### config.mk
export PLATFORM = sky130hd
export DESIGN_NAME = escaped_frame_encoder_sum16
export DESIGN_NICKNAME = d
export VERILOG_FILES = /design/src/sv/esfe_pkg.sv /design/src/sv/esfe_front.sv /design/src/sv/esfe_jobq.sv /design/src/sv/esfe_back.sv /design/src/sv/escaped_frame_encoder_sum16.sv
export SDC_FILE = /design/constraint.sdc
export NUM_CORES = 1
export LEC_CHECK = 0
export BUFFER_PORTS_ARGS = -buffer_cell sky130_fd_sc_hd__buf_2
export CAP_MARGIN = 20
export CORE_ASPECT_RATIO = 1.4
export CORE_MARGIN = 8
export CORE_UTILIZATION = 49
export CTS_BUF_LIST = sky130_fd_sc_hd__clkbuf_2
export CTS_CLUSTER_DIAMETER = 150
export DETAILED_ROUTE_END_ITERATION = 7
export GPL_ROUTABILITY_DRIVEN = 0
export GPL_TIMING_DRIVEN = 0
export PLACE_DENSITY = 0.65
export RECOVER_POWER = 25
export SLEW_MARGIN = 20
export SYNTH_ARGS = -nofsm -noshare
export SYNTH_HDL_FRONTEND = slang
export SYNTH_HIERARCHICAL = 1
export SYNTH_SLANG_ARGS = --single-unit
### constraint.sdc
create_clock -name clk -period 11.9 [get_ports clk]
set_clock_uncertainty 0.2 [all_clocks]
set_input_delay 1.785 -clock clk [delete_from_list [all_inputs] [get_ports clk]]
set_output_delay 1.785 -clock clk [all_outputs]
set_load 0.005 [all_outputs]
### src/sv/esfe_pkg.sv
// ----------------------------------------------------------------------------
// esfe_pkg
// Shared types and constants of the escaped frame encoder: item structs,
// the job record passed from the front to the back, and the byte slots.
// ----------------------------------------------------------------------------
package esfe_pkg;

    localparam logic [7:0] ESC_BYTE = 8'h10;
    localparam logic [7:0] END_BYTE = 8'h03;

    localparam logic KIND_HEADER  = 1'b0;
    localparam logic KIND_PAYLOAD = 1'b1;

    localparam int JOBQ_DEPTH = 4;

    typedef struct packed {
        logic        kind;
        logic        ack_req;
        logic [7:0]  command;
        logic [15:0] payload_length;
        logic [7:0]  data_byte;
    } in_item_t;

    typedef struct packed {
        logic [7:0] out_byte;
        logic       run_last;
        logic       frame_end;
    } out_item_t;

    typedef struct packed {
        logic        is_hdr;
        logic        ack;
        logic [7:0]  cmd;
        logic [15:0] len;
        logic [7:0]  dat;
        logic        close;
        logic [15:0] sum;
    } job_t;

    typedef enum logic [9:0] {
        SLOT_SYNC   = 10'b00_0000_0001,
        SLOT_ACK    = 10'b00_0000_0010,
        SLOT_CMD    = 10'b00_0000_0100,
        SLOT_LEN_LO = 10'b00_0000_1000,
        SLOT_LEN_HI = 10'b00_0001_0000,
        SLOT_DATA   = 10'b00_0010_0000,
        SLOT_SUM_LO = 10'b00_0100_0000,
        SLOT_SUM_HI = 10'b00_1000_0000,
        SLOT_ESC    = 10'b01_0000_0000,
        SLOT_END    = 10'b10_0000_0000
    } slot_t;

endpackage

### src/sv/esfe_front.sv
// ----------------------------------------------------------------------------
// esfe_front
// Accepts input items, tracks the open frame, length and running sum, drops
// items of the wrong kind and hands one job per valid item to the queue.
// ----------------------------------------------------------------------------
module esfe_front
    import esfe_pkg::*;
(
    input  logic     clk,
    input  logic     rst_n,
    input  logic     push,
    input  in_item_t in_item,
    input  logic     q_full,
    output logic     full,
    output logic     job_push,
    output job_t     job
);

    logic        frame_open_reg, frame_open_next;
    logic [15:0] bytes_left_reg, bytes_left_next;
    logic [15:0] running_sum_reg, running_sum_next;

    logic        accept;
    logic [15:0] hdr_sum;
    logic [15:0] dat_sum;
    logic [15:0] left_dec;

    assign full   = q_full;
    assign accept = push && !q_full;

    assign hdr_sum = 16'(ESC_BYTE) + 16'(in_item.ack_req) + 16'(in_item.command)
                   + 16'(in_item.payload_length[7:0]) + 16'(in_item.payload_length[15:8]);
    assign dat_sum  = running_sum_reg + 16'(in_item.data_byte);
    assign left_dec = bytes_left_reg - 16'd1;

    always_comb
    begin
        frame_open_next  = frame_open_reg;
        bytes_left_next  = bytes_left_reg;
        running_sum_next = running_sum_reg;
        job_push         = 1'b0;
        job.is_hdr       = (in_item.kind == KIND_HEADER);
        job.ack          = in_item.ack_req;
        job.cmd          = in_item.command;
        job.len          = in_item.payload_length;
        job.dat          = in_item.data_byte;
        job.close        = 1'b0;
        job.sum          = hdr_sum;
        if (accept)
        begin
            if (in_item.kind == KIND_HEADER && !frame_open_reg)
            begin
                job_push  = 1'b1;
                job.close = (in_item.payload_length == 16'd0);
                job.sum   = hdr_sum;
                if (in_item.payload_length != 16'd0)
                begin
                    frame_open_next  = 1'b1;
                    bytes_left_next  = in_item.payload_length;
                    running_sum_next = hdr_sum;
                end
            end
            else if (in_item.kind == KIND_PAYLOAD && frame_open_reg)
            begin
                job_push  = 1'b1;
                job.close = (left_dec == 16'd0);
                job.sum   = dat_sum;
                if (left_dec == 16'd0)
                begin
                    frame_open_next  = 1'b0;
                    bytes_left_next  = 16'd0;
                    running_sum_next = 16'd0;
                end
                else
                begin
                    bytes_left_next  = left_dec;
                    running_sum_next = dat_sum;
                end
            end
        end
    end

    always_ff @(posedge clk or negedge rst_n)
    begin
        if (!rst_n)
        begin
            frame_open_reg  <= 1'b0;
            bytes_left_reg  <= 16'd0;
            running_sum_reg <= 16'd0;
        end
        else
        begin
            frame_open_reg  <= frame_open_next;
            bytes_left_reg  <= bytes_left_next;
            running_sum_reg <= running_sum_next;
        end
    end

endmodule

### src/sv/esfe_jobq.sv
// ----------------------------------------------------------------------------
// esfe_jobq
// Short job queue between the front and the back.
// ----------------------------------------------------------------------------
module esfe_jobq
    import esfe_pkg::*;
#(
    parameter int DEPTH = JOBQ_DEPTH
)
(
    input  logic clk,
    input  logic rst_n,
    input  logic wr_en,
    input  job_t wr_job,
    output logic q_full,
    input  logic rd_en,
    output logic rd_valid,
    output job_t rd_job
);

    localparam int PW = (DEPTH > 1) ? $clog2(DEPTH) : 1;
    localparam int CW = $clog2(DEPTH + 1);
    localparam logic [PW-1:0] LAST_PTR = PW'(DEPTH - 1);
    localparam logic [CW-1:0] FULL_CNT = CW'(DEPTH);

    job_t            slots_reg [DEPTH];
    logic [PW-1:0]   wr_ptr_reg, wr_ptr_next;
    logic [PW-1:0]   rd_ptr_reg, rd_ptr_next;
    logic [CW-1:0]   count_reg, count_next;

    assign q_full   = (count_reg == FULL_CNT);
    assign rd_valid = (count_reg != '0);
    assign rd_job   = slots_reg[rd_ptr_reg];

    always_comb
    begin
        wr_ptr_next = wr_ptr_reg;
        rd_ptr_next = rd_ptr_reg;
        count_next  = count_reg;
        if (wr_en)
        begin
            wr_ptr_next = (wr_ptr_reg == LAST_PTR) ? '0 : wr_ptr_reg + PW'(1);
        end
        if (rd_en)
        begin
            rd_ptr_next = (rd_ptr_reg == LAST_PTR) ? '0 : rd_ptr_reg + PW'(1);
        end
        if (wr_en && !rd_en)
        begin
            count_next = count_reg + CW'(1);
        end
        else if (rd_en && !wr_en)
        begin
            count_next = count_reg - CW'(1);
        end
    end

    always_ff @(posedge clk)
    begin
        if (wr_en)
        begin
            slots_reg[wr_ptr_reg] <= wr_job;
        end
    end

    always_ff @(posedge clk or negedge rst_n)
    begin
        if (!rst_n)
        begin
            wr_ptr_reg <= '0;
            rd_ptr_reg <= '0;
            count_reg  <= '0;
        end
        else
        begin
            wr_ptr_reg <= wr_ptr_next;
            rd_ptr_reg <= rd_ptr_next;
            count_reg  <= count_next;
        end
    end

endmodule

### src/sv/esfe_back.sv
// ----------------------------------------------------------------------------
// esfe_back
// Steps through the byte slots of the head job, one wire byte per cycle
// when the output is free, doubles escape bytes and fills the output register.
// ----------------------------------------------------------------------------
module esfe_back
    import esfe_pkg::*;
(
    input  logic      clk,
    input  logic      rst_n,
    input  logic      job_valid,
    input  job_t      job,
    output logic      job_pop,
    output logic      empty,
    input  logic      pop,
    output out_item_t out_item
);

    slot_t     slot_reg, slot_next;
    logic      started_reg, started_next;
    logic      dup_reg, dup_next;
    logic      out_valid_reg, out_valid_next;
    out_item_t out_item_reg;

    slot_t      cur_slot;
    slot_t      nxt_slot;
    logic       done;
    logic       advance;
    logic       stuff;
    logic       stuffable;
    logic [7:0] cur_byte;

    assign advance  = job_valid && (!out_valid_reg || pop);
    assign cur_slot = started_reg ? slot_reg : (job.is_hdr ? SLOT_SYNC : SLOT_DATA);

    always_comb
    begin
        cur_byte  = ESC_BYTE;
        stuffable = 1'b0;
        nxt_slot  = cur_slot;
        done      = 1'b0;
        case (cur_slot)
            SLOT_SYNC:
            begin
                cur_byte = ESC_BYTE;
                nxt_slot = SLOT_ACK;
            end
            SLOT_ACK:
            begin
                cur_byte = 8'(job.ack);
                nxt_slot = SLOT_CMD;
            end
            SLOT_CMD:
            begin
                cur_byte  = job.cmd;
                stuffable = 1'b1;
                nxt_slot  = SLOT_LEN_LO;
            end
            SLOT_LEN_LO:
            begin
                cur_byte  = job.len[7:0];
                stuffable = 1'b1;
                nxt_slot  = SLOT_LEN_HI;
            end
            SLOT_LEN_HI:
            begin
                cur_byte  = job.len[15:8];
                stuffable = 1'b1;
                nxt_slot  = SLOT_SUM_LO;
                done      = !job.close;
            end
            SLOT_DATA:
            begin
                cur_byte  = job.dat;
                stuffable = 1'b1;
                nxt_slot  = SLOT_SUM_LO;
                done      = !job.close;
            end
            SLOT_SUM_LO:
            begin
                cur_byte  = job.sum[7:0];
                stuffable = 1'b1;
                nxt_slot  = SLOT_SUM_HI;
            end
            SLOT_SUM_HI:
            begin
                cur_byte  = job.sum[15:8];
                stuffable = 1'b1;
                nxt_slot  = SLOT_ESC;
            end
            SLOT_ESC:
            begin
                cur_byte = ESC_BYTE;
                nxt_slot = SLOT_END;
            end
            SLOT_END:
            begin
                cur_byte = END_BYTE;
                nxt_slot = SLOT_SYNC;
                done     = 1'b1;
            end
            default:
            begin
                cur_byte = END_BYTE;
                nxt_slot = SLOT_SYNC;
                done     = 1'b1;
            end
        endcase
    end

    assign stuff   = stuffable && (cur_byte == ESC_BYTE) && !dup_reg;
    assign job_pop = advance && done && !stuff;
    assign empty   = !out_valid_reg;
    assign out_item = out_item_reg;

    always_comb
    begin
        slot_next      = slot_reg;
        started_next   = started_reg;
        dup_next       = dup_reg;
        out_valid_next = out_valid_reg;
        if (pop && out_valid_reg)
        begin
            out_valid_next = 1'b0;
        end
        if (advance)
        begin
            out_valid_next = 1'b1;
            if (stuff)
            begin
                slot_next    = cur_slot;
                started_next = 1'b1;
                dup_next     = 1'b1;
            end
            else
            begin
                slot_next    = nxt_slot;
                started_next = !done;
                dup_next     = 1'b0;
            end
        end
    end

    always_ff @(posedge clk)
    begin
        if (advance)
        begin
            out_item_reg.out_byte  <= cur_byte;
            out_item_reg.run_last  <= done && !stuff;
            out_item_reg.frame_end <= (cur_slot == SLOT_END);
        end
    end

    always_ff @(posedge clk or negedge rst_n)
    begin
        if (!rst_n)
        begin
            slot_reg      <= SLOT_SYNC;
            started_reg   <= 1'b0;
            dup_reg       <= 1'b0;
            out_valid_reg <= 1'b0;
        end
        else
        begin
            slot_reg      <= slot_next;
            started_reg   <= started_next;
            dup_reg       <= dup_next;
            out_valid_reg <= out_valid_next;
        end
    end

endmodule

### src/sv/escaped_frame_encoder_sum16.sv
// ----------------------------------------------------------------------------
// escaped_frame_encoder_sum16
// Framed byte-stream encoder with escape-byte doubling and a 16-bit sum.
//
// Input queue side: present an item on in_item with push; it transfers on a
// clock edge with push high and full low. A header item opens a frame, payload
// items follow; an item of the wrong kind is taken and dropped.
// Output queue side: while empty is low, out_item holds the oldest wire byte;
// it transfers on a clock edge with pop high. run_last marks the last byte
// of an item, frame_end the closing 0x03.
// On an idle block an item's first byte passes the job queue and then the
// output register. The sequencer gives one wire byte per cycle while the
// output is free: a payload item its data byte, a header its sync, ack,
// command and length bytes; a closing item adds the sum, ESC and END bytes.
// A four-entry job queue lets input transfers run ahead of the sequencer.
// Reset clears the frame state, the job queue and the output valid flag.
// While pop is low the output register holds its byte, the sequencer stops,
// and full rises once the job queue fills.
// ----------------------------------------------------------------------------
module escaped_frame_encoder_sum16
    import esfe_pkg::*;
#(
    parameter int QUEUE_DEPTH = JOBQ_DEPTH
)
(
    input  logic      clk,
    input  logic      rst_n,
    input  logic      push,
    output logic      full,
    input  in_item_t  in_item,
    output logic      empty,
    input  logic      pop,
    output out_item_t out_item
);

    logic q_full;
    logic job_push;
    job_t job_in;
    logic job_valid;
    job_t job_head;
    logic job_pop;

    esfe_front u_front
    (
        .clk      (clk),
        .rst_n    (rst_n),
        .push     (push),
        .in_item  (in_item),
        .q_full   (q_full),
        .full     (full),
        .job_push (job_push),
        .job      (job_in)
    );

    esfe_jobq #(
        .DEPTH (QUEUE_DEPTH)
    ) u_jobq
    (
        .clk      (clk),
        .rst_n    (rst_n),
        .wr_en    (job_push),
        .wr_job   (job_in),
        .q_full   (q_full),
        .rd_en    (job_pop),
        .rd_valid (job_valid),
        .rd_job   (job_head)
    );

    esfe_back u_back
    (
        .clk       (clk),
        .rst_n     (rst_n),
        .job_valid (job_valid),
        .job       (job_head),
        .job_pop   (job_pop),
        .empty     (empty),
        .pop       (pop),
        .out_item  (out_item)
    );

endmodule

* Yosys cells after proc, flatten, opt, wreduce, memory -nomap -nowiden
Memory sizes are Yosys's and may differ from the RTL's.
Cells that the tools add are included.
** Cells by class
- Add/sub/neg operators :: 10
- Multiply operators :: 0
- Div/mod/pow operators :: 0
- $lt $le $gt $ge :: 0
- Equality and inequality tests :: 15
- Shift operators :: 0
- Muxes and demuxes :: 35
- Bitwise logic cells :: 1
- Reductions and logical operators :: 36
** Operators by type and width (count)
- $mux 16 :: 8
- $pmux 10 s8 :: 1
- $add 16x8->16 :: 4
- $pmux 8 s8 :: 1
- $mux 17 :: 3
- $logic_not 16->1 :: 2
- $mux 10 :: 2
- $reduce_bool 16->1 :: 1
- $sub 16x1->16 const B :: 1
- $mux 1 :: 14
- $logic_and 1x1->1 :: 12
- $eq 10x1->1 const B :: 1
- $eq 10x10->1 const B :: 1
- $eq 10x2->1 const B :: 1
- $eq 10x3->1 const B :: 1
- $eq 10x4->1 const B :: 1
- $eq 10x5->1 const B :: 1
- $eq 10x6->1 const B :: 1
- $eq 10x7->1 const B :: 1
- $eq 10x8->1 const B :: 1
- $eq 10x9->1 const B :: 1
- $logic_not 1->1 :: 9
- $eq 8x5->1 const B :: 1
- $reduce_bool 2->1 :: 4
- other kinds (19) :: 24
** Word-level totals
- Flip-flop bits (word level) :: 63
- Latch bits :: 0
- RAM bits :: 204
- Memory bits (read-only) :: 0
- Output and inout bits :: 12
- Word-level logic and storage cells :: 111
- Memories kept :: 1
** Memories
- u_jobq.slots_reg :: depth 4, width 51, rd ports 1, clocked after Yosys merged registers in 0, wr ports 1, line esfe_jobq.sv:26 : job_t slots_reg [DEPTH];

* Longest topological paths before layout
Gate-level depths: netlist (run 1).
An unclocked memory read counts as a cell.
- Depth after elaboration :: 14
- Mapped depth :: 19
- Depth with buffers taken out :: 15

* By module
Netlist (run 1), hierarchy kept.
** Modules (own cells, without submodules)
- esfe_jobq :: instances 1, cells each 304, area an instance 7838.8 um2
- esfe_front :: instances 1, cells each 485, area an instance 3856.2 um2
- esfe_back :: instances 1, cells each 200, area an instance 1889.3 um2

* Least setup slack after synthesis (run 1)
OpenSTA, ideal clock, no wires.
- Kind :: input -> register
- Start :: input in_item[9] in the netlist's numbering
- End :: memory u_jobq/slots_reg[0][9] in the netlist's numbering, data pin
- Arrival :: 4.123 ns
- Data required time :: 11.418 ns
- Slack :: 7.295 ns
- Cell stages on the path :: 11
- Buffers on the path :: 0
- Cells stage by stage :: inv_1 > fa_1 > inv_1 > ha_1 > ha_1 > fa_1 > a211oi_1 > o21ai_0 > a21o_1 > a21oi_1 > mux2i_1
** RTL lines
- start, declared :: line escaped_frame_encoder_sum16.sv:30 : input in_item_t in_item,
- end, declared :: line esfe_jobq.sv:26

==> results.py, run 1 <==
metrics = {
    "place": {
        "port_buffers": 49,
        "dp_hpwl_mm": 24.7,
    },
    "synthesis": {
        "mappedNetlistNets": 1072,
        "syn_area_sq_um": 13600,
        "synth_top_family_by_area": "compound AO/OA/AOI/OAI gates",
        "syn-mean-instance-area_sq_um": 13.7,
        "synth-edff-count": 214,
        "synthArstFlopShare": 0.199,
        "yosys.area.top_type": "edfxtp_1",
        "ys_types": 94,
        "syn_inst": 989,
        "ys_seq_elements": 267,
        "yosys.area_share.simple": 0.104,
        "synth_top_flop_cell": "edfxtp_1",
        "synth-seq-area-share": 0.571,
        "synth_compound_area_frac": 0.115,
        "synthAdderAreaFrac": 0.0475,
        "yosys_warnings": 6,
        "muxShareOfSynthArea": 0.0916,
        "ys_top_cells_by_area": "edfxtp_1 (47%), dfrtp_1 (9.6%), mux4_2 (8.0%)",
        "synth_xor_xnor_area_share": 0.0116,
        "synth_top_area_frac": 0.473,
    },
    "worst_setup_path": {
        "r2r-start": "u_jobq/rd_ptr_reg[1]$_DFFE_PN0P_",
        "critPathMaxFanout": 10,
        "worst_setup_path_end_kind": "register",
        "required_ns": 12.44,
        "reg2reg_slack_ns": 6.87,
        "reg2regPathDepth": 17,
        "critPathLaunch": "u_jobq/rd_ptr_reg[1]$_DFFE_PN0P_",
        "worstSetupStartpointType": "register",
        "reg2reg_to": "u_jobq/count_reg[1]$_DFFE_PN0P_",
        "crit_arrival_ns": 5.57,
        "criticalPathCategory": "register to register",
        "cp-endpoint": "u_jobq/count_reg[1]$_DFFE_PN0P_",
    },
    "global_route": {
        "grt_max_degree": 46,
        "antenna_found_initial": 1,
        "grt_pass1_vias": 9253,
        "grt_pass1_wl_mm": 52.6,
        "grt_usage": 0.211,
        "grt-ovfl-total": 0,
    },
    "sta": {
        "tns_ns": 0,
        "fin_crit_sh": 0.422,
        "relSlewSlack": -0.665,
        "holdWs_ns": 0.307,
        "max_clock_freq_mhz": 199,
        "rsz0062_at_grt": "no",
        "min_period_ns": 5.03,
        "final_max_slew_viol_count": 39,
        "final-hold-violation-count": 0,
        "tightest_slew_ns": 2.50,
        "setup-violations-final": 0,
    },
    "outcome": {
        "violations": "max-capacitance violations, max-slew violations",
        "outcome": "finished with violations",
    },
    "clock_tree": {
        "post_cts_resized": 0,
        "cts.path.max_buffers": 3,
        "clkTransAtPathRegs_ns": 0.10,
        "root_buffer": "clkbuf_2",
        "cts_hold_buf": 0,
        "h-tree-depth": 3,
        "cts_setup_buffers": 0,
        "cts_buffers": 68,
        "worstSkewPairLatency_ns": 0.84,
        "cts_num_sinks": 267,
        "cts_tree": "yes",
    },
    "worst_hold_path": {
        "hold_path_class": "register to register",
    },
    "floorplan": {
        "core-area_sq_um": 27500,
        "die_w_um": 157,
        "ios": 50,
        "die_area_sq_um": 33400,
        "start_util": 0.494,
        "rows": 72,
        "die_height_um": 213,
    },
    "drt": {
        "drc": 0,
        "vias_per_cell": 5.86,
        "first_iter_violations": 649,
        "firstDrtPassIters": 5,
        "drt-total-wl_mm": 34.4,
        "wl_per_cell_um": 22.4,
        "vias": 9000,
        "ant_nets": 0,
    },
    "final_layout": {
        "syn_to_final_growth_pct": 10.5,
        "largest_reg_flops": 204,
        "fillers": 2317,
        "layout_common_cells": "edfxtp_1 (214), clkbuf_2 (91), clkbuf_1 (75)",
        "drive_gt1_frac": 0.224,
        "nNetsFinal": 1196,
        "utilization": 0.546,
        "mostFrequentLayoutCell": "edfxtp_1",
    },
    "power": {
        "leakage_uw": 0.00554,
        "vdd_drop_max_uv": 97.5,
        "total_power_uw": 3380,
        "powerDensity_nw_per_um2": 225,
    },
    "job": {
        "drv_cap": 1,
    },
}
-- area by class of cell --
type	count	area (sq um)	area share
clock inverters	32	262	0.0174
plain buffers	87	512	0.0341
well taps	370	463	0.0308
flip-flops and latches	267	7750	0.517
clock buffers	91	455	0.0303
repair buffers	54	327	0.0218
diodes	1	2.50	0.000167
inverters	55	206	0.0138
multi-input cells	580	5030	0.335
-- worst min-delay path by stage --
stage,startpoint,to,slack (ns),depth (start not counted)
floorplan,u_jobq/count_reg[2]$_DFFE_PN0P_,u_jobq/count_reg[2]$_DFFE_PN0P_,0.25,1
global placement,u_jobq/count_reg[2]$_DFFE_PN0P_,u_jobq/count_reg[2]$_DFFE_PN0P_,0.27,1
detailed placement,u_jobq/count_reg[2]$_DFFE_PN0P_,u_jobq/count_reg[2]$_DFFE_PN0P_,0.27,1
CTS,u_jobq/count_reg[2]$_DFFE_PN0P_,u_jobq/count_reg[2]$_DFFE_PN0P_,0.31,1
global route,u_jobq/count_reg[2]$_DFFE_PN0P_,u_jobq/count_reg[2]$_DFFE_PN0P_,0.33,1
finish,u_jobq/count_reg[2]$_DFFE_PN0P_,u_jobq/count_reg[2]$_DFFE_PN0P_,0.31,1
-- worst max-delay path, stage by stage, from the launching register on --
cell	delay (ns)
dfrtp_1	0.37
clkbuf_1	0.27
buf_2	0.36
mux4_2	0.36
nor2_1	0.47
or2_1	0.18
clkbuf_1	0.28
a22oi_1	0.25
o211ai_1	0.43
nor3_1	0.13
and4_4	0.23
buf_6	0.14
nor2_1	0.24
inv_1	0.07
ha_1	0.20
inv_1	0.07
fa_1	0.40
mux2_2	0.26
-- synthesized netlist by cell type, types with 4 or more instances --
| master | count |
|---|---|
| a32oi_1 | 9 |
| a21o_1 | 7 |
| and3b_1 | 4 |
| nand4_1 | 8 |
| o211ai_1 | 4 |
| a31oi_1 | 7 |
| a211oi_1 | 13 |
| fa_1 | 11 |
| and3_1 | 6 |
| nor2b_1 | 9 |
| a22oi_1 | 12 |
| mux2i_1 | 4 |
| edfxtp_1 | 214 |
| o21a_1 | 7 |
| mux4_2 | 48 |
| or3_1 | 7 |
| nor3_1 | 23 |
| o41ai_1 | 4 |
| and2_1 | 10 |
| a22o_1 | 10 |
| xor2_1 | 13 |
| mux2_2 | 4 |
| clkbuf_1 | 23 |
| a21oi_1 | 42 |
| o31ai_1 | 9 |
| o221ai_1 | 9 |
| nor4bb_1 | 5 |
| inv_1 | 53 |
| ha_1 | 34 |
| nand3b_1 | 4 |
| o22ai_1 | 6 |
| buf_6 | 6 |
| nand2_1 | 48 |
| buf_2 | 14 |
| xnor2_1 | 5 |
| dfrtp_1 | 52 |
| o21ai_0 | 51 |
| nand3_1 | 10 |
| buf_12 | 5 |
| nor4_1 | 13 |
| buf_4 | 36 |
| nand2b_1 | 10 |
| nor2_1 | 38 |
-- power breakdown --
group / switching (uW) / total, uW / internal, uW / leakage [uW]
Clock: 376 / 697 / 321 / 0.000512
Sequential: 91.8 / 1310 / 1220 / 0.00260
Combinational: 804 / 1370 / 565 / 0.00243
Total: 1270 / 3380 / 2110 / 0.00554
-- stage by stage --
stage | std cells | setup WS (ns) | area [sq um]
6_report | 1537 | 6.87 | 15000
5_1_grt | 1537 | 6.62 | 15000
4_1_cts | 1536 | 6.91 | 15200
3_5_place_dp | 1413 | 6.36 | 14400
3_3_place_gp | 1408 | 5.86 | 14300
2_1_floorplan | 989 | 7.29 | 13600
-- logic make-up after synthesis --
logic type | after synthesis
flip-flops | 267
AND/OR/NAND/NOR | 231
AO/OA/AOI/OAI | 227
buffers and inverters | 142
multiplexers | 59
adder cells (fa/ha/maj) | 45
XOR/XNOR | 18
-- layer usage --
metal,share of wire,GRT usage,up-vias,wire length [um]
met5,0,0,-,0
met4,0.052,0.130,0,1790
met3,0.058,0.0438,97,2010
met2,0.51,0.358,348,17600
met1,0.38,0.241,4440,13000
li1,-,-,4115,-
Note: power is estimated with default switching activity, not from simulation.
==> run 2: changes to the inputs <==
- clock period: 11.9 -> 5.2 ns (I/O delays scaled with it)
==> results.py, run 2 (same netlist as run 1, synthesis figures left out) <==
metrics = {
    "floorplan": {
        "rows": 72,
        "die_height_um": 213,
        "die_w_um": 157,
        "start_util": 0.494,
        "die_area_sq_um": 33400,
        "ios": 50,
        "core-area_sq_um": 27500,
    },
    "final_layout": {
        "mostFrequentLayoutCell": "edfxtp_1",
        "layout_common_cells": "edfxtp_1 (214), clkbuf_2 (91), clkbuf_1 (78)",
        "nNetsFinal": 1205,
        "utilization": 0.549,
        "largest_reg_flops": 204,
        "syn_to_final_growth_pct": 11.1,
        "drive_gt1_frac": 0.220,
    },
    "global_route": {
        "grt_usage": 0.211,
        "grt_pass1_wl_mm": 52.7,
        "grt_max_degree": 46,
        "grt-ovfl-total": 0,
        "antenna_found_initial": 1,
        "grt_pass1_vias": 9267,
    },
    "power": {
        "power_frac_seq": 0.388,
        "powerDensity_nw_per_um2": 513,
        "switching_power_uw": 2910,
        "comb_power_share": 0.405,
        "p_sw_frac": 0.376,
        "p_clk_frac": 0.206,
        "vdd_drop_max_uv": 223,
        "p_int_uw": 4830,
        "leakage_uw": 0.00557,
    },
    "clock_tree": {
        "cts_tree": "yes",
        "h-tree-depth": 3,
        "worstSkewPairLatency_ns": 0.84,
        "cts_buffers": 68,
        "clkTransAtPathRegs_ns": 0.12,
        "cts_num_sinks": 267,
        "cts.path.max_buffers": 3,
        "root_buffer": "clkbuf_2",
    },
    "drt": {
        "drc": 0,
        "ant_nets": 0,
        "firstDrtPassIters": 5,
        "drt-total-wl_mm": 34.6,
        "vias": 9134,
        "wl_per_cell_um": 22.4,
        "first_iter_violations": 674,
        "vias_per_cell": 5.91,
    },
    "sta": {
        "final-hold-violation-count": 0,
        "tightest_slew_ns": 2.49,
        "setup-violations-final": 0,
        "min_period_ns": 4.87,
        "final_max_slew_viol_count": 39,
        "fin_crit_sh": 0.937,
        "worst_slack_ns": 0.328,
        "tns_ns": 0,
        "relSlewSlack": -0.663,
        "max_clock_freq_mhz": 205,
        "rsz0062_at_grt": "no",
    },
    "place": {
        "port_buffers": 49,
        "dp_hpwl_mm": 24.7,
        "dp_slack_ns": 0.203,
    },
    "worst_setup_path": {
        "worst_setup_path_end_kind": "register",
        "criticalPathCategory": "register to register",
        "critPathMaxFanout": 10,
        "crit_arrival_ns": 5.40,
        "worstSetupStartpointType": "register",
        "required_ns": 5.73,
    },
    "outcome": {
        "outcome": "finished with violations",
        "violations": "max-capacitance violations, max-slew violations",
    },
    "worst_hold_path": {
        "hold_path_class": "primary input to register",
    },
    "job": {
        "drv_cap": 1,
    },
}
[run 2: cell count changes in the layout (fill, tap and decap cells not counted)]
cell	delta
dlygate4sd3_1	+9
clkbuf_1	+3
buf_2	-2
buf_4	-1
nor2_1	-1
nor2_2	+1
[run 2: path summary, 6_finish.rpt]
kind | from | endpoint | slack, ns | cells past startpoint
worst max register to register | u_jobq/rd_ptr_reg[1]$_DFFE_PN0P_ | u_jobq/count_reg[1]$_DFFE_PN0P_ | 0.33 | 17
max in group asynchronous | rst_n | u_front/running_sum_reg[13]$_DFFE_PN0P_ | 1.49 | 3
worst max-delay path | u_jobq/rd_ptr_reg[1]$_DFFE_PN0P_ | u_jobq/count_reg[1]$_DFFE_PN0P_ | 0.33 | 17
worst min-delay path | in_item[22] | u_front/bytes_left_reg[14]$_DFFE_PN0P_ | 0.14 | 3
worst min register to register | u_jobq/count_reg[2]$_DFFE_PN0P_ | u_jobq/count_reg[2]$_DFFE_PN0P_ | 0.31 | 1
min in group asynchronous | rst_n | u_back/slot_reg[5]$_DFFE_PN0P_ | 0.38 | 2
[run 2: power by group through the flow]
stage / combinational [uW] / sequential, uW / clock [uW]
after detailed placement: 3130 / 3050 / 0
after global placement: 3050 / 3050 / 0
after CTS: 3150 / 3000 / 1650
final: 3140 / 3010 / 1600
after floorplan: 2220 / 3000 / 0
after global routing: 3380 / 3040 / 1760
[run 2: what timing repair did]
| action | 4_1_cts | 5_1_grt |
|---|---|---|
| endpoints found under the setup margin | 0 | 2 |
| hold buffers | 8 | 1 |
| buffers inserted | 0 | 0 |
| gates resized for setup | 0 | 1 |
| hold endpoints to repair | 71 | 1 |
[run 2: final cells by class]
type	count	area, sq um
diodes	1	2.50
plain buffers	87	508
clock buffers	91	455
clock inverters	32	262
fillers	2300	12400
inverters	55	206
multi-input cells	580	5030
flip-flops and latches	267	7750
well taps	370	463
repair buffers	63	414
[run 2: stage by stage]
step | power [uW] | instance area [sq um] | hold WS, ns | std cells
after floorplan | 5220 | 13600 | 0.249 | 989
after global placement | 6110 | 14300 | 0.266 | 1408
after detailed placement | 6180 | 14400 | 0.271 | 1413
after CTS | 7800 | 15200 | 0.000508 | 1544
after global routing | 8180 | 15100 | 0.0826 | 1546
final | 7740 | 15100 | 0.143 | 1546
[run 2: per-layer routing]
layer / part of all wire / wire length, um / vias up / track usage
met5: 0 / 0 / - / 0
met4: 0.053 / 1830 / 0 / 0.131
met1: 0.38 / 13000 / 4541 / 0.242
met2: 0.51 / 17700 / 364 / 0.358
li1: - / - / 4132 / -
met3: 0.060 / 2070 / 97 / 0.0433
[run 2: critical path: stages, from the launching register on]
cell and delay (ns):
dfrtp_1 0.37, clkbuf_1 0.28, buf_2 0.36, mux4_2 0.37, nor2_2 0.31, or2_1 0.16, clkbuf_1 0.29, a22oi_1 0.25
o211ai_1 0.42, nor3_1 0.13, and4_4 0.23, buf_6 0.14, nor2_1 0.25, inv_1 0.07, ha_1 0.20, inv_1 0.07
fa_1 0.40, mux2_2 0.26
==> run 3: changes to the inputs <==
- ABC_AREA: not set -> 1
- TNS_END_PERCENT: not set -> 20
- clock period: 5.2 -> 4.6 ns (I/O delays scaled with it)
==> results.py, run 3 <==
metrics = {
    "outcome": {
        "outcome": "finished with violations",
        "violations": "max-capacitance violations, max-slew violations",
    },
    "drt": {
        "drc": 0,
        "wl_per_cell_um": 18.5,
        "vias": 11100,
        "ant_nets": 0,
        "vias_per_cell": 5.24,
        "first_iter_violations": 645,
        "firstDrtPassIters": 5,
        "drt-total-wl_mm": 39.2,
    },
    "synthesis": {
        "synthArstFlopShare": 0.199,
        "yosys.area_share.simple": 0.201,
        "mappedNetlistNets": 1604,
        "syn_inst": 1521,
        "syn_area_sq_um": 14500,
        "synth_xor_xnor_area_share": 0.0131,
        "ys_top_cells_by_area": "edfxtp_1 (44%), nand2_1 (10%), dfrtp_1 (9.0%)",
        "muxShareOfSynthArea": 0,
        "synth_top_family_by_area": "simple AND/OR/NAND/NOR gates",
        "synth_top_area_frac": 0.443,
        "synthAdderAreaFrac": 0.0445,
        "synth_top_flop_cell": "edfxtp_1",
        "synth_compound_area_frac": 0.0999,
        "ys_seq_elements": 267,
        "synth-seq-area-share": 0.534,
        "synth-edff-count": 214,
        "yosys.area.top_type": "edfxtp_1",
        "syn-mean-instance-area_sq_um": 9.54,
        "ys_types": 45,
        "post-synth-top-count-cell": "nand2_1",
        "synth_common_cells": "nand2_1 (399), inv_1 (233), edfxtp_1 (214)",
        "yosys_warnings": 6,
    },
    "worst_setup_path": {
        "critPathMaxFanout": 10,
        "criticalPathCategory": "register to register",
        "required_ns": 5.16,
        "cp_slowest_stage_delay_ns": 0.43,
        "crit_family": "simple AND/OR/NAND/NOR gates",
        "worstSetupStartpointType": "register",
        "cp_num_buf_inv": 7,
        "crit_top_cell": "nand2_1",
        "worst_setup_path_end_kind": "register",
        "slowest_stage": "dfrtp_1",
        "crit_arrival_ns": 4.93,
    },
    "power": {
        "leakage_uw": 0.00737,
        "vdd_drop_max_uv": 273,
        "total_power_uw": 9920,
        "powerDensity_nw_per_um2": 612,
    },
    "floorplan": {
        "core-area_sq_um": 29200,
        "die_area_sq_um": 35500,
        "start_util": 0.498,
        "die_w_um": 161,
        "die_height_um": 220,
        "ios": 50,
        "rows": 74,
    },
    "final_layout": {
        "final-seq-area_sq_um": 7750,
        "nNetsFinal": 1763,
        "utilization": 0.556,
        "syn_to_final_growth_pct": 11.8,
        "drive_gt1_frac": 0.165,
        "multiInputGateArea_sq_um": 5220,
        "mostFrequentLayoutCell": "nand2_1",
        "largest_reg_flops": 204,
        "layout_common_cells": "nand2_1 (399), inv_1 (229), edfxtp_1 (214)",
        "fin_area_sq_um": 16200,
        "fillers": 2647,
    },
    "sta": {
        "rsz0062_at_grt": "no",
        "max_clock_freq_mhz": 229,
        "tightest_slew_ns": 2.47,
        "setup-violations-final": 0,
        "relSlewSlack": -0.648,
        "holdWs_ns": 0.221,
        "tns_ns": 0,
        "final_max_slew_viol_count": 39,
        "final-hold-violation-count": 0,
        "fin_crit_sh": 0.951,
        "min_period_ns": 4.37,
    },
    "clock_tree": {
        "worstSkewPairLatency_ns": 0.91,
        "clkTransAtPathRegs_ns": 0.12,
        "cts.path.max_buffers": 3,
        "cts_tree": "yes",
        "h-tree-depth": 3,
        "cts_num_sinks": 267,
        "cts_setup_buffers": 0,
        "root_buffer": "clkbuf_2",
        "cts_buffers": 67,
    },
    "place": {
        "port_buffers": 49,
        "placed_area_sq_um": 15400,
        "dp_hpwl_mm": 28.1,
    },
    "worst_hold_path": {
        "hold_path_class": "primary input to register",
    },
    "job": {
        "drv_cap": 1,
    },
    "global_route": {
        "grt_pass1_vias": 11200,
        "grt-ovfl-total": 0,
        "grt_max_degree": 39,
        "grt_usage": 0.224,
        "antenna_found_initial": 1,
        "grt_pass1_wl_mm": 60.7,
    },
}
-- run 3: per-layer routing --
layer,GRT usage,share of wire,vias to the layer above
met3,0.0396,0.051,125
met1,0.248,0.39,5216
met2,0.399,0.52,375
met5,0,0,-
li1,-,-,5367
met4,0.128,0.048,0
-- run 3: final cells by class --
type                       instances  area share
buffer                            89      0.0349
clock inverter                    30      0.0105
antenna                            1    0.000154
inverter                         240      0.0562
tap                              380      0.0293
clock buffer                      92      0.0284
timing repair buffer              91      0.0410
multi-input combinational        924       0.322
sequential                       267       0.478
-- run 3: where the power goes --
part | total [uW] | internal [uW] | switching (uW)
combinational | 4810 | 1520 | 3290
clock | 1650 | 662 | 985
sequential | 3470 | 3220 | 251
total | 9920 | 5400 | 4520
-- run 3: final timing paths --
kind	cells past startpoint	endpoint	from	slack [ns]
setup / recovery	26	u_jobq/count_reg[2]$_DFFE_PN0P_	u_jobq/rd_ptr_reg[0]$_DFFE_PN0P_	0.23
hold / removal	5	u_jobq/slots_reg[1][16]$_DFFE_PP_	push	0.22
setup reg to reg	26	u_jobq/count_reg[2]$_DFFE_PN0P_	u_jobq/rd_ptr_reg[0]$_DFFE_PN0P_	0.23
hold reg to reg	2	u_front/running_sum_reg[14]$_DFFE_PN0P_	u_front/running_sum_reg[14]$_DFFE_PN0P_	0.29
max in group asynchronous	3	u_front/running_sum_reg[7]$_DFFE_PN0P_	rst_n	1.73
min in group asynchronous	3	u_back/slot_reg[5]$_DFFE_PN0P_	rst_n	0.78
-- run 3: per-stage QoR --
step                setup WS [ns]  std cells
global placement            0.114       1950
CTS                         0.187       2114
finish                      0.226       2114
global route              0.00527       2114
detailed placement          0.189       1955
floorplan                    1.09       1521
-- run 3: tightest hold or removal path: cells and delay by family --
kind	cells	cell delay [ns]
AOI/OAI and AO/OA	1	0.13
buffers and inverters	3	0.23
and+or+nand+nor	1	0.05
-- run 3: logic make-up (layout without fill, tap and decap cells) --
family | after synthesis | count (layout)
AND/OR/NAND/NOR | 670 | 670
buffers and inverters | 330 | 542
flip-flops | 267 | 267
AO/OA/AOI/OAI | 189 | 189
adder cells (fa/ha/maj) | 45 | 45
XOR/XNOR | 20 | 20
other | 0 | 1
-- run 3: timing repair --
action | in CTS | in global routing
gates resized for setup | 0 | 4
setup endpoints to repair | 0 | 2
hold endpoints to repair | 199 | 0
hold buffers | 37 | 0
